==> src/sv/pdf_pkg.sv <==
// Package: shared types, breakpoint tables and codes for the PVT derating core.
package pdf_pkg;

  // Table geometry and datapath widths
  localparam int TABLE_SLOTS = 16;
  localparam int IDX_W       = 4;
  localparam int X_W         = 13;
  localparam int YT_W        = 17;
  localparam int FACT_W      = 18;
  localparam int SPAN_W      = 14;
  localparam int Q_W         = 17;
  localparam int DIVD_W      = Q_W + SPAN_W;

  // Default table lengths
  localparam int VOLT_POINTS_DEF = 7;
  localparam int TEMP_POINTS_DEF = 15;

  typedef logic signed [X_W-1:0] x_t;
  typedef logic [IDX_W-1:0]      idx_t;
  typedef logic [FACT_W-1:0]     fact_t;
  typedef logic [YT_W-1:0]       ytab_t;

  typedef enum logic [1:0] {
    CMD_VOLT = 2'd0,
    CMD_TEMP = 2'd1,
    CMD_PROC = 2'd2,
    CMD_NONE = 2'd3
  } cmd_t;

  typedef enum logic [1:0] {
    ERR_OK     = 2'd0,
    ERR_VOLT   = 2'd1,
    ERR_TEMP   = 2'd2,
    ERR_CORNER = 2'd3
  } err_t;

  typedef enum logic [2:0] {
    ST_IDLE,
    ST_SEARCH,
    ST_MUL,
    ST_DIV,
    ST_WB
  } st_t;

  // Process corners and their factors (Q2.16)
  localparam logic [2:0] CORNER_SLOW = 3'd1;
  localparam logic [2:0] CORNER_TYP  = 3'd2;
  localparam logic [2:0] CORNER_FAST = 3'd3;
  localparam fact_t PROC_SLOW_FACT = 18'd76955;
  localparam fact_t PROC_TYP_FACT  = 18'd65536;
  localparam fact_t PROC_FAST_FACT = 18'd57419;

  // Breakpoints: millivolts, and sixteenths of a degree C
  localparam x_t VOLT_X [TABLE_SLOTS] = '{
    13'sd1080, 13'sd1120, 13'sd1160, 13'sd1200, 13'sd1240, 13'sd1280, 13'sd1320,
    13'sd1320, 13'sd1320, 13'sd1320, 13'sd1320, 13'sd1320, 13'sd1320, 13'sd1320,
    13'sd1320, 13'sd1320};
  localparam ytab_t VOLT_Y [TABLE_SLOTS] = '{
    17'd73502, 17'd70473, 17'd67840, 17'd65536, 17'd63470, 17'd61608, 17'd59931,
    17'd59931, 17'd59931, 17'd59931, 17'd59931, 17'd59931, 17'd59931, 17'd59931,
    17'd59931, 17'd59931};
  localparam x_t TEMP_X [TABLE_SLOTS] = '{
    -13'sd320, -13'sd240, 13'sd0, 13'sd240, 13'sd400, 13'sd560, 13'sd720,
    13'sd880, 13'sd1040, 13'sd1200, 13'sd1360, 13'sd1520, 13'sd1680, 13'sd1840,
    13'sd2000, 13'sd2000};
  localparam ytab_t TEMP_Y [TABLE_SLOTS] = '{
    17'd58818, 17'd60131, 17'd62150, 17'd64174, 17'd65536, 17'd66867, 17'd68193,
    17'd69588, 17'd70974, 17'd72340, 17'd73671, 17'd74989, 17'd76321, 17'd77619,
    17'd78969, 17'd78969};

  // Result of the breakpoint walk
  typedef struct packed {
    logic done;
    logic exact;
    idx_t idx;
  } seg_rsp_t;

  // Result of the divider
  typedef struct packed {
    logic           done;
    logic [Q_W-1:0] quot;
  } div_rsp_t;

  function automatic x_t tbl_x(input logic sel_temp, input idx_t i);
    return sel_temp ? TEMP_X[i] : VOLT_X[i];
  endfunction

  function automatic ytab_t tbl_y(input logic sel_temp, input idx_t i);
    return sel_temp ? TEMP_Y[i] : VOLT_Y[i];
  endfunction

  // Last usable table index for a given point count, kept within 1..15
  function automatic idx_t last_idx(input int n);
    if (n - 1 < 1) begin
      return idx_t'(1);
    end
    if (n - 1 > TABLE_SLOTS - 1) begin
      return idx_t'(TABLE_SLOTS - 1);
    end
    return idx_t'(n - 1);
  endfunction

endpackage

==> src/sv/pdf_seg.sv <==
// Segment search: walks the breakpoint table with one shared compare per cycle.
module pdf_seg import pdf_pkg::*; #(
  parameter int VOLT_POINTS = VOLT_POINTS_DEF,
  parameter int TEMP_POINTS = TEMP_POINTS_DEF
) (
  input  logic     clk,
  input  logic     rst_n,
  input  logic     start,
  input  logic     start_sel_temp,
  input  x_t       start_value,
  output seg_rsp_t rsp
);

  localparam idx_t VOLT_LAST = last_idx(VOLT_POINTS);
  localparam idx_t TEMP_LAST = last_idx(TEMP_POINTS);

  logic busy_r;
  logic sel_r;
  x_t   val_r;
  idx_t idx_r;
  idx_t last;
  x_t   x_cur;
  logic adv;

  // Shared compare against the current breakpoint
  always_comb begin
    last  = sel_r ? TEMP_LAST : VOLT_LAST;
    x_cur = tbl_x(sel_r, idx_r);
    adv   = busy_r && (idx_r < last) && (x_cur < val_r);
  end

  assign rsp.done  = busy_r && !adv;
  assign rsp.exact = (x_cur == val_r) || (idx_r == '0);
  assign rsp.idx   = idx_r;

  // Walk control
  always_ff @(posedge clk) begin
    if (!rst_n) begin
      busy_r <= 1'b0;
    end else if (start) begin
      busy_r <= 1'b1;
    end else if (busy_r && !adv) begin
      busy_r <= 1'b0;
    end
  end

  // Walk index and operands
  always_ff @(posedge clk) begin
    if (start) begin
      idx_r <= '0;
      sel_r <= start_sel_temp;
      val_r <= start_value;
    end else if (adv) begin
      idx_r <= idx_r + idx_t'(1);
    end
  end

`ifndef NO_ASSERTIONS
  a_idx_in_table: assert property (@(posedge clk) disable iff (!rst_n)
    busy_r |-> (idx_r <= last))
    else $error("segment index past last breakpoint");
  a_start_idle: assert property (@(posedge clk) disable iff (!rst_n)
    start |-> !busy_r)
    else $error("segment search restarted while busy");
  a_done_ends: assert property (@(posedge clk) disable iff (!rst_n)
    (rsp.done && !start) |=> !busy_r)
    else $error("segment search kept running after done");
`endif

endmodule

==> src/sv/pdf_div.sv <==
// Restoring divider: one quotient bit per cycle for the interpolation step.
module pdf_div import pdf_pkg::*; (
  input  logic              clk,
  input  logic              rst_n,
  input  logic              start,
  input  logic [DIVD_W-1:0] dividend,
  input  logic [SPAN_W-1:0] divisor,
  output div_rsp_t          rsp
);

  localparam int CNT_W = $clog2(Q_W + 1);

  logic              busy_r;
  logic              done_r;
  logic [CNT_W-1:0]  cnt_r;
  logic [SPAN_W-1:0] rem_r;
  logic [SPAN_W-1:0] dvs_r;
  logic [Q_W-1:0]    quo_r;
  logic [SPAN_W:0]   trial;
  logic [SPAN_W:0]   diff;
  logic              ge;

  // Trial subtract
  always_comb begin
    trial = {rem_r, quo_r[Q_W-1]};
    diff  = trial - {1'b0, dvs_r};
    ge    = !diff[SPAN_W];
  end

  assign rsp.done = done_r;
  assign rsp.quot = quo_r;

  // Control
  always_ff @(posedge clk) begin
    if (!rst_n) begin
      busy_r <= 1'b0;
      done_r <= 1'b0;
      cnt_r  <= '0;
    end else begin
      done_r <= busy_r && (cnt_r == CNT_W'(1));
      if (start) begin
        busy_r <= 1'b1;
        cnt_r  <= CNT_W'(Q_W);
      end else if (busy_r) begin
        cnt_r <= cnt_r - CNT_W'(1);
        if (cnt_r == CNT_W'(1)) begin
          busy_r <= 1'b0;
        end
      end
    end
  end

  // Remainder and quotient shift register (low dividend bits shift out as quotient fills)
  always_ff @(posedge clk) begin
    if (start) begin
      rem_r <= dividend[DIVD_W-1:Q_W];
      quo_r <= dividend[Q_W-1:0];
      dvs_r <= divisor;
    end else if (busy_r) begin
      rem_r <= ge ? diff[SPAN_W-1:0] : trial[SPAN_W-1:0];
      quo_r <= {quo_r[Q_W-2:0], ge};
    end
  end

`ifndef NO_ASSERTIONS
  a_rem_below_divisor: assert property (@(posedge clk) disable iff (!rst_n)
    busy_r |-> (rem_r < dvs_r))
    else $error("divider remainder not below divisor");
  a_start_idle: assert property (@(posedge clk) disable iff (!rst_n)
    start |-> !busy_r)
    else $error("divider restarted while busy");
  a_done_after_busy: assert property (@(posedge clk) disable iff (!rst_n)
    done_r |-> ($past(busy_r) && !busy_r))
    else $error("divider done without a finished run");
`endif

endmodule

==> src/sv/pvt_derating_factor_interp_core.sv <==
// Top level: PVT derating factor sequencer, factor registers and result register.
// Sequence: process, unused and out-of-range commands go from the input transfer straight
// to write-back; an exact breakpoint hit passes through the table walk first, and an
// interpolation through the walk, a multiply step and the divider. The one-compare-per-
// cycle table walk and the 17-step restoring divider set the pace; the divider dominates interpolation.
// Throughput: one item at a time; the next transfer is taken the cycle after the result
// is loaded. Synchronous active-low reset clears all three factors and the result valid.
module pvt_derating_factor_interp_core import pdf_pkg::*; #(
  parameter int VOLT_POINTS = VOLT_POINTS_DEF,
  parameter int TEMP_POINTS = TEMP_POINTS_DEF
) (
  input  logic              clk,
  input  logic              rst_n,
  input  logic              in_valid,
  output logic              in_stall,
  input  logic [1:0]        in_command,
  input  logic [11:0]       in_voltage_mv,
  input  logic signed [12:0] in_temperature_q4,
  input  logic [2:0]        in_process_corner,
  output logic              out_valid,
  input  logic              out_stall,
  output logic [1:0]        out_error_code,
  output logic [17:0]       out_voltage_factor,
  output logic [17:0]       out_temperature_factor,
  output logic [17:0]       out_process_factor
);

  localparam idx_t VOLT_LAST = last_idx(VOLT_POINTS);
  localparam idx_t TEMP_LAST = last_idx(TEMP_POINTS);

  st_t      state_r, state_nxt;
  cmd_t     cmd_r;
  err_t     err_r;
  err_t     out_err_r;
  logic     sel_r;
  x_t       val_r;
  idx_t     idx_r;
  fact_t    res_r;
  logic     neg_r;
  ytab_t    base_r;
  logic     out_valid_r;
  fact_t    volt_factor_r, temp_factor_r, proc_factor_r;

  logic     accept;
  cmd_t     in_cmd;
  logic     in_sel;
  x_t       in_x;
  logic     out_range;
  logic     searching;
  err_t     in_err;
  fact_t    corner_fact;
  logic     seg_start;
  logic     div_start;
  logic     wb_go;
  seg_rsp_t seg_rsp;
  div_rsp_t div_rsp;

  // Interpolation operands
  idx_t                   idx_lo;
  x_t                     x_hi, x_lo;
  ytab_t                  y_hi, y_lo;
  logic signed [SPAN_W-1:0] span_s, dx_s;
  logic signed [YT_W:0]   dy;
  ytab_t                  dy_mag;
  logic [DIVD_W-1:0]      prod;
  logic [DIVD_W-1:0]      dividend;
  logic signed [YT_W+1:0] sum;
  fact_t                  interp_res;

  // Input decode and range check
  always_comb begin
    in_cmd    = cmd_t'(in_command);
    in_sel    = (in_cmd == CMD_TEMP);
    in_x      = in_sel ? in_temperature_q4 : $signed({1'b0, in_voltage_mv});
    out_range = (in_x < tbl_x(in_sel, '0)) ||
                (in_x > tbl_x(in_sel, in_sel ? TEMP_LAST : VOLT_LAST));
    searching = ((in_cmd == CMD_VOLT) || (in_cmd == CMD_TEMP)) && !out_range;
    unique case (in_process_corner)
      CORNER_SLOW: corner_fact = PROC_SLOW_FACT;
      CORNER_TYP:  corner_fact = PROC_TYP_FACT;
      CORNER_FAST: corner_fact = PROC_FAST_FACT;
      default:     corner_fact = '0;
    endcase
    unique case (in_cmd)
      CMD_VOLT: in_err = out_range ? ERR_VOLT : ERR_OK;
      CMD_TEMP: in_err = out_range ? ERR_TEMP : ERR_OK;
      CMD_PROC: in_err = ((in_process_corner == CORNER_SLOW) ||
                          (in_process_corner == CORNER_TYP)  ||
                          (in_process_corner == CORNER_FAST)) ? ERR_OK : ERR_CORNER;
      CMD_NONE: in_err = ERR_OK;
      default:  in_err = ERR_OK;
    endcase
  end

  // Next state
  always_comb begin
    state_nxt = state_r;
    unique case (state_r)
      ST_IDLE: begin
        if (accept) begin
          state_nxt = searching ? ST_SEARCH : ST_WB;
        end
      end
      ST_SEARCH: begin
        if (seg_rsp.done) begin
          state_nxt = seg_rsp.exact ? ST_WB : ST_MUL;
        end
      end
      ST_MUL: state_nxt = ST_DIV;
      ST_DIV: begin
        if (div_rsp.done) begin
          state_nxt = ST_WB;
        end
      end
      ST_WB: begin
        if (wb_go) begin
          state_nxt = ST_IDLE;
        end
      end
      default: state_nxt = ST_IDLE;
    endcase
  end

  // Sequencer outputs; input held off while in reset
  always_comb begin
    in_stall  = !rst_n || (state_r != ST_IDLE);
    accept    = in_valid && !in_stall;
    seg_start = accept && searching;
    div_start = (state_r == ST_MUL);
    wb_go     = (state_r == ST_WB) && (!out_valid_r || !out_stall);
  end

  always_ff @(posedge clk) begin
    if (!rst_n) begin
      state_r <= ST_IDLE;
    end else begin
      state_r <= state_nxt;
    end
  end

  pdf_seg #(
    .VOLT_POINTS (VOLT_POINTS),
    .TEMP_POINTS (TEMP_POINTS)
  ) u_seg (
    .clk            (clk),
    .rst_n          (rst_n),
    .start          (seg_start),
    .start_sel_temp (in_sel),
    .start_value    (in_x),
    .rsp            (seg_rsp)
  );

  // Segment operands, |dy| * dx and rounding offset feed the divider
  always_comb begin
    idx_lo   = idx_r - idx_t'(1);
    x_hi     = tbl_x(sel_r, idx_r);
    x_lo     = tbl_x(sel_r, idx_lo);
    y_hi     = tbl_y(sel_r, idx_r);
    y_lo     = tbl_y(sel_r, idx_lo);
    span_s   = SPAN_W'(x_hi) - SPAN_W'(x_lo);
    dx_s     = SPAN_W'(val_r) - SPAN_W'(x_lo);
    dy       = $signed({1'b0, y_hi}) - $signed({1'b0, y_lo});
    dy_mag   = dy[YT_W] ? YT_W'(-dy) : dy[YT_W-1:0];
    prod     = DIVD_W'(dy_mag) * DIVD_W'($unsigned(dx_s));
    dividend = prod + DIVD_W'($unsigned(span_s) >> 1);
  end

  pdf_div u_div (
    .clk      (clk),
    .rst_n    (rst_n),
    .start    (div_start),
    .dividend (dividend),
    .divisor  ($unsigned(span_s)),
    .rsp      (div_rsp)
  );

  // Apply the rounded quotient to the lower point; clamp below zero
  always_comb begin
    sum = neg_r ? ($signed({2'b00, base_r}) - $signed({2'b00, div_rsp.quot}))
                : ($signed({2'b00, base_r}) + $signed({2'b00, div_rsp.quot}));
    interp_res = sum[YT_W+1] ? '0 : sum[FACT_W-1:0];
  end

  // Item datapath
  always_ff @(posedge clk) begin
    if (accept) begin
      cmd_r <= in_cmd;
      err_r <= in_err;
      sel_r <= in_sel;
      val_r <= in_x;
      res_r <= corner_fact;
    end
    if ((state_r == ST_SEARCH) && seg_rsp.done) begin
      idx_r <= seg_rsp.idx;
      res_r <= FACT_W'(tbl_y(sel_r, seg_rsp.idx));
    end
    if (state_r == ST_MUL) begin
      neg_r  <= dy[YT_W];
      base_r <= y_lo;
    end
    if ((state_r == ST_DIV) && div_rsp.done) begin
      res_r <= interp_res;
    end
  end

  // Stored factors double as the result payload; they only move on reset or an error-free result load
  always_ff @(posedge clk) begin
    if (!rst_n) begin
      volt_factor_r <= '0;
      temp_factor_r <= '0;
      proc_factor_r <= '0;
      out_valid_r   <= 1'b0;
      out_err_r     <= ERR_OK;
    end else begin
      if (wb_go) begin
        out_valid_r <= 1'b1;
        out_err_r   <= err_r;
        if (err_r == ERR_OK) begin
          unique case (cmd_r)
            CMD_VOLT: volt_factor_r <= res_r;
            CMD_TEMP: temp_factor_r <= res_r;
            CMD_PROC: proc_factor_r <= res_r;
            CMD_NONE: ;
            default:  ;
          endcase
        end
      end else if (out_valid_r && !out_stall) begin
        out_valid_r <= 1'b0;
      end
    end
  end

  assign out_valid              = out_valid_r;
  assign out_error_code         = out_err_r;
  assign out_voltage_factor     = volt_factor_r;
  assign out_temperature_factor = temp_factor_r;
  assign out_process_factor     = proc_factor_r;

`ifndef NO_ASSERTIONS
  a_seg_done_in_search: assert property (@(posedge clk) disable iff (!rst_n)
    seg_rsp.done |-> (state_r == ST_SEARCH))
    else $error("segment result outside search state");
  a_div_done_in_div: assert property (@(posedge clk) disable iff (!rst_n)
    div_rsp.done |-> (state_r == ST_DIV))
    else $error("divider result outside divide state");
  a_error_keeps_factors: assert property (@(posedge clk) disable iff (!rst_n)
    (wb_go && (err_r != ERR_OK)) |=>
      ((volt_factor_r == $past(volt_factor_r)) &&
       (temp_factor_r == $past(temp_factor_r)) &&
       (proc_factor_r == $past(proc_factor_r))))
    else $error("factor changed on an error result");
  a_load_needs_slot: assert property (@(posedge clk) disable iff (!rst_n)
    (out_valid_r && out_stall && (state_r == ST_WB)) |=> (state_r == ST_WB))
    else $error("result loaded over a pending transfer");
`endif

endmodule
==> config.mk <==
export PLATFORM = sky130hd
export DESIGN_NAME = pvt_derating_factor_interp_core
export DESIGN_NICKNAME = d
export VERILOG_FILES = /design/src/sv/pdf_pkg.sv /design/src/sv/pdf_seg.sv /design/src/sv/pdf_div.sv /design/src/sv/pvt_derating_factor_interp_core.sv
export SDC_FILE = /design/constraint.sdc
export NUM_CORES = 1
export LEC_CHECK = 0
export BUFFER_PORTS_ARGS = -buffer_cell sky130_fd_sc_hd__buf_2
export CORE_MARGIN = 4
export CORE_UTILIZATION = 58
export DETAILED_ROUTE_END_ITERATION = 7
export HOLD_SLACK_MARGIN = 0.08
export PLACE_DENSITY = 0.78
export SYNTH_ARGS = -nofsm -noshare
export SYNTH_HDL_FRONTEND = slang
export SYNTH_SLANG_ARGS = --single-unit
export TNS_END_PERCENT = 100
==> constraint.sdc <==
create_clock -name clk -period 11.2 [get_ports clk]
set_clock_uncertainty 0.2 [all_clocks]
set_input_delay 2.24 -clock clk [delete_from_list [all_inputs] [get_ports clk]]
set_output_delay 2.24 -clock clk [all_outputs]
set_load 0.1 [all_outputs]
==> results of run 1 <==
==> how the worst min path moves through the flow <==
stage,startpoint,to,slack (ns),depth (start not counted)
floorplan,u_seg.idx_r[3]$_SDFFE_PP0P_,idx_r[3]$_DFFE_PP_,0.23,0
global placement,out_voltage_factor[16]$_SDFFE_PN0P_,out_voltage_factor[16]$_SDFFE_PN0P_,0.25,2
detailed placement,out_temperature_factor[9]$_SDFFE_PN0P_,out_temperature_factor[9]$_SDFFE_PN0P_,0.25,2
CTS,out_process_factor[12]$_SDFFE_PN0P_,out_process_factor[12]$_SDFFE_PN0P_,0.27,2
global route,out_process_factor[16]$_SDFFE_PN0P_,out_process_factor[16]$_SDFFE_PN0P_,0.28,2
finish,out_temperature_factor[9]$_SDFFE_PN0P_,out_temperature_factor[9]$_SDFFE_PN0P_,0.26,2
==> repair_timing <==
action | 4_1_cts | 5_1_grt
endpoints found under the setup margin | 0 | 14
buffers inserted | 0 | 5
gates resized for setup | 0 | 15
hold buffers | 0 | 0
==> cell usage in the layout (no fill, tap or decap), types with 54 or more instances in the layout <==
cell | synthesis | layout
buf_2 | 0 | 91
o21ai_0 | 142 | 141
a21boi_0 | 62 | 62
xnor2_1 | 64 | 60
dfxtp_1 | 72 | 72
and2_1 | 54 | 54
buf_4 | 1 | 91
edfxtp_1 | 113 | 113
nand2_1 | 371 | 371
fa_1 | 195 | 195
a21oi_1 | 132 | 132
nor2_1 | 193 | 192
inv_1 | 307 | 307
ha_1 | 213 | 212
==> kinds of logic (layout without fill, tap and decap cells) <==
family	count (synthesis)	after routing
buffers and inverters	421	526
adders and majority gates	408	408
muxes	19	19
and+or+nand+nor	849	849
AOI/OAI and AO/OA	569	569
DFF	185	185
xor gates and xnor gates	111	111
==> cell type report <==
cell class / count / area, µm² / share of cell area
multi-input cells: 1956 / 15470 / 0.6496
flip-flops and latches: 185 / 4835 / 0.2030
inverters: 311 / 1171 / 0.04918
repair buffers: 183 / 1159 / 0.04865
well taps: 468 / 585.6 / 0.02459
clock buffers: 19 / 432.9 / 0.01818
clock inverters: 13 / 162.7 / 0.006830
==> critical path, delay by kind of cell (launching register included) <==
family          cells  cell delay (ns)
compound gates     14             3.26
xor+xnor            3             0.67
fa+ha+maj           8             3.82
buf+inv             9             0.75
flops               1             0.44
simple gates        6             1.23
==> sequential cells by signal (all words and copies together) (netlist names), 13 cells and up <==
name                    count
u_seg.val_r                13
val_r                      13
base_r                     16
out_process_factor         18
u_div.quo_r                17
out_temperature_factor     18
res_r                      18
out_voltage_factor         18
u_div.rem_r                14
==> layer usage <==
layer  vias up  routed length [µm]
met5         -                  36
met4         6                1566
met3       111                5492
met2       801               27840
met1      9146               25520
li1       8806                   -
==> stage by stage <==
stage	worst slack, ns	util	std cells
floorplan	0.03372	-	2562
global placement	0.4249	0.6279	3098
detailed placement	0.1333	0.6279	3098
CTS	0.09464	0.6441	3130
global route	-0.01848	0.6474	3135
finish	0.5329	0.6474	3135
==> reports/results.tsv, run 1 <==
stage	metric	value	unit
synth	Post-synth EDFFs	113	
job	Max-cap violations	0	
sta	Slew Limit Fails	0	
die	Starting Density	0.5921	
layout	post-route cell area	23820	µm²
global_routing	largest net degree at the start of global routing	69	
sta	Final period util	0.9524	
synth	Area contributors post-synth	fa_1, edfxtp_1, ha_1, dfxtp_1, nand2_1	
synth	combinational family with the most area after synthesis	adder cells	
global_routing	met2 Use GR	0.4832	
sta	worst-margin pin slew	1.196	ns
setup_path	slowest CP cell	fa_1	
synth	post-synthesis mux area share	0.008847	
place	routability cong.	0.9862	
global_routing	vias in the first global route	18800	
setup_path	Crit Path Class	flop to flop	
sta	Max-slew headroom	0.1995	
synth	Synth top cells by count	nand2_1, inv_1, ha_1	
detailed_routing	Final Routed Wirelength	60460	µm
die	Die X	201.8	µm
setup_path	worst-path fanout max	7	
run_status	status	finished, final reports clean	
sta	final hold vios	0	
setup_path	reg2reg end	u_div.rem_r[11]$_DFFE_PP_	
synth	post-synthesis sequential area ratio	0.2220	
setup_path	worst setup path endpoint	u_div.rem_r[11]$_DFFE_PP_	
die	I/O pins	92	
clock_tree	later-pin clock latency in the skew report	0.46	ns
layout	antenna fix cells	0	
setup_path	capturing element type of the critical path	flop	
synth	post-synthesis compound-gate area fraction	0.1708	
synth	top-count cell post-synth	nand2_1	
layout	filler cell count	3041	
setup_path	most used cell, CP	inv_1	
layout	Layout area overhead	9.340	%
synth	Netlist Area Pre-Place	21780	µm²
global_routing	GR Overflow Total	0	
setup_path	CP startpoint	idx_r[1]$_DFFE_PP_	
global_routing	global-route wire length before repair	98510	µm
synth	Post-synth top flop	edfxtp_1	
synth	Synth warnings	0	
global_routing	M3 GR Usage	0.06466	
detailed_routing	DR WL/cell	19.29	µm
place	I/O Buffers	91	
detailed_routing	Iteration-0 DRC Markers	1989	
clock_tree	root buf cell	clkbuf_16	
setup_path	Arrival @ worst endpoint	10.64	ns
hold_path	min-delay worst type	flop to flop	
detailed_routing	residual DRC count	0	
sta	Final Setup Violations	0	
synth	Avg Cell Area, Syn	8.502	µm²
synth	Synth top area share	0.1792	
place	HPWL Detailed	48200	µm
clock_tree	TritonCTS clock tree	done	
setup_path	reg2reg setup slack	0.53	ns
detailed_routing	vias post-DR	18870	
synth	Yosys reg bits	185	
sta	hold_ws	0.2617	ns
die	Die H	201.8	µm
synth	Synth Area in Adders	0.3016	
synth	XOR/XNOR Fraction of Synth Area	0.04498	
synth	largest area contributor in the netlist	fa_1	
setup_path	WP data required	11.17	ns
synth	Cells after Synth	2562	
clock_tree	clk buf depth	2	
sta	Max Fclk	0.09375	GHz
synth	synthesized net count	3004	
die	num rows	70	
setup_path	startpoint types	flop	
global_routing	GR Util All Layers	0.2958	
detailed_routing	Detailed Routing Iterations Pass 1	5	
synth	Distinct cells, synth	83	
sta	min Tclk post-route	10.67	ns
global_routing	antenna violations before repair	3	
detailed_routing	vias per inst	6.019	
clock_tree	Num CTS Buffers	17	
sta	post-route setup TNS	0	ns
die	core area	36790	µm²
global_routing	met1 Use GR	0.4018	
setup_path	Worst Reg-to-Reg Cells	40	
place	Area after DPL	23100	µm²
layout	nets	3096	
synth	Synth Area in Simple Gates	0.1791	
layout	share of post-route cells with drive strength above 1	0.09411	
synth	asr flop ratio synth	0	
clock_tree	Reg clk slew, reported paths	0.08	ns
global_routing	Top Usage Layer GRT	met2	
die	Die ar.	40720	µm²
clock_tree	H-tree depth	4	
setup_path	FF-to-FF Start	idx_r[1]$_DFFE_PP_	
detailed_routing	Detail Route Antenna Nets	0	
setup_path	Critical Path Max Stage Delay	0.57	ns
clock_tree	Sink Count	185	
Power of run 1 is left out: the tool's default activity adds up to more than one toggle a clock period on the data nets, which glitch-free logic cannot reach.
==> run 2: changes to the inputs <==
--- a/config.mk
+++ b/config.mk
@@ -6,11 +6,13 @@
 export NUM_CORES = 1
 export LEC_CHECK = 0
 export BUFFER_PORTS_ARGS = -buffer_cell sky130_fd_sc_hd__buf_2
+export CAP_MARGIN = 20
 export CORE_MARGIN = 4
-export CORE_UTILIZATION = 58
+export CORE_UTILIZATION = 45
 export DETAILED_ROUTE_END_ITERATION = 7
 export HOLD_SLACK_MARGIN = 0.08
-export PLACE_DENSITY = 0.78
+export PLACE_DENSITY = 0.63
+export RECOVER_POWER = 25
 export SYNTH_ARGS = -nofsm -noshare
 export SYNTH_HDL_FRONTEND = slang
 export SYNTH_SLANG_ARGS = --single-unit
==> run 2 against run 1 <==
Sequential cell count stayed put. Hold slack gained 0.0019 ns. Wire length is 2.2% higher. Critical path depth down 1. Utilization fell by 15 points. Die area is 28% higher. Setup slack gained 0.055 ns. Sequential share of layout area decreased by 0.071 points. Critical path type unchanged. The run now ends with max-capacitance violations, max-slew violations left. Critical endpoint unchanged. First-iteration DRC count fell by 30%.
==> reports/results.tsv, run 2 (synthesis gave the netlist of run 1 again) <==
stage	metric	value	unit
clock_tree	TritonCTS clock tree	done	
sta	worst-margin pin slew	1.776	ns
detailed_routing	Detail Route Antenna Nets	0	
place	I/O Buffers	91	
setup_path	most used cell, CP	fa_1	
run_status	violated checks	max-capacitance violations, max-slew violations	
layout	most frequent cells in the layout	nand2_1, inv_1, ha_1	
die	Die ar.	51990	µm²
detailed_routing	Iteration-0 DRC Markers	1387	
job	Max-cap violations	2	
place	Inst Count DP	3231	
detailed_routing	Final Routed Wirelength	61790	µm
die	Die X	228.0	µm
global_routing	GR Util All Layers	0.2358	
die	I/O pins	92	
detailed_routing	vias per inst	5.616	
global_routing	GR Overflow Total	0	
clock_tree	later-pin clock latency in the skew report	0.47	ns
place	HPWL Detailed	49500	µm
setup_path	Arrival @ worst endpoint	10.60	ns
detailed_routing	Detailed Routing Iterations Pass 1	6	
sta	Final WS setup	0.5876	ns
die	num rows	80	
sta	Max-slew headroom	-0.1838	
layout	share of post-route cells with drive strength above 1	0.08792	
die	Starting Density	0.4562	
clock_tree	H-tree depth	4	
sta	final hold vios	0	
global_routing	largest net degree at the start of global routing	69	
clock_tree	root buf cell	clkbuf_16	
layout	commonest non-fill, non-tap cell in the layout	nand2_1	
run_status	status	finished, violations left	
setup_path	slowest CP cell	fa_1	
die	core area	47750	µm²
sta	RSZ-0062 raised after global routing	yes	
sta	Final period util	0.9475	
detailed_routing	residual DRC count	0	
layout	Post-Route Utilization	0.5006	
layout	Layout Cells excl Fill	3265	
global_routing	antenna violations before repair	1	
setup_path	Crit Path Class	flop to flop	
layout	Multi-input gate area	15470	µm²
place	routability cong.	0.9298	
setup_path	worst-path fanout max	8	
hold_path	min-delay worst type	flop to flop	
clock_tree	Reg clk slew, reported paths	0.08	ns
sta	min Tclk post-route	10.61	ns
sta	Slew Limit Fails	80	
global_routing	vias in the first global route	18260	
layout	filler cell count	4504	
detailed_routing	vias post-DR	18340	
place	dpl ws	0.2800	ns
setup_path	Critical Path Max Stage Delay	0.56	ns
clock_tree	Post-CTS Hold Buffers	0	
setup_path	capturing element type of the critical path	flop	
clock_tree	Num CTS Buffers	17	
die	Die H	228.0	µm
layout	nets	3079	
clock_tree	Sink Count	185	
layout	Layout area overhead	9.726	%
global_routing	global-route wire length before repair	99830	µm
setup_path	WP data required	11.19	ns
layout	antenna fix cells	0	
setup_path	startpoint types	flop	
sta	Max Fclk	0.09423	GHz
sta	Final Setup Violations	0	
layout	storage element area	4835	µm²
detailed_routing	DR WL/cell	18.92	µm
clock_tree	clk buf depth	2	
run 2: metal layers:
layer  global-route usage  wire, µm  share of wire  vias to the layer above
li1                     -         -              -                     8751
met1               0.3258     27860           0.45                     8925
met2               0.3840     28720           0.46                      572
met3              0.04416      3891          0.063                       86
met4              0.06028      1303          0.021                        2
met5                    0        13        0.00021                        -
run 2: layout make-up:
cell class / count / share of cell area
repair buffers: 166 / 0.04251
well taps: 615 / 0.03220
clock buffers: 18 / 0.01885
clock inverters: 14 / 0.007801
inverters: 311 / 0.04900
flip-flops and latches: 185 / 0.2023
multi-input cells: 1956 / 0.6473
run 2: final timing paths:
| check | start | cells after the start | slack, ns | end |
|---|---|---|---|---|
| setup / recovery | idx_r[1]$_DFFE_PP_ | 39 | 0.59 | u_div.rem_r[11]$_DFFE_PP_ |
| hold / removal | out_process_factor[8]$_SDFFE_PN0P_ | 2 | 0.26 | out_process_factor[8]$_SDFFE_PN0P_ |
| setup reg to reg | idx_r[1]$_DFFE_PP_ | 39 | 0.59 | u_div.rem_r[11]$_DFFE_PP_ |
| hold reg to reg | out_process_factor[8]$_SDFFE_PN0P_ | 2 | 0.26 | out_process_factor[8]$_SDFFE_PN0P_ |
run 2: per-stage QoR:
stage                     cell area, µm²  hold WS, ns   TNS, ns
after floorplan                    21800       0.2348         0
after global placement             23150       0.2509         0
after detailed placement           23170       0.2583         0
after CTS                          23810       0.2682         0
after global routing               23900       0.2948  -0.01554
final                              23900       0.2636         0
run 2: repair_timing:
item                       CTS  global route
resized for setup            0            19
setup buffers                0             2
setup endpoints to repair    0            14
run 2: worst max-delay path: cells and delay by family, from the launching register on:
family	cells	cell delay [ns]
and+or+nand+nor	6	1.43
buffers and inverters	6	0.42
AOI/OAI and AO/OA	14	2.93
adders and majority gates	11	4.68
xor gates and xnor gates	2	0.27
DFF	1	0.40
Power of run 2 is left out for the same reason.
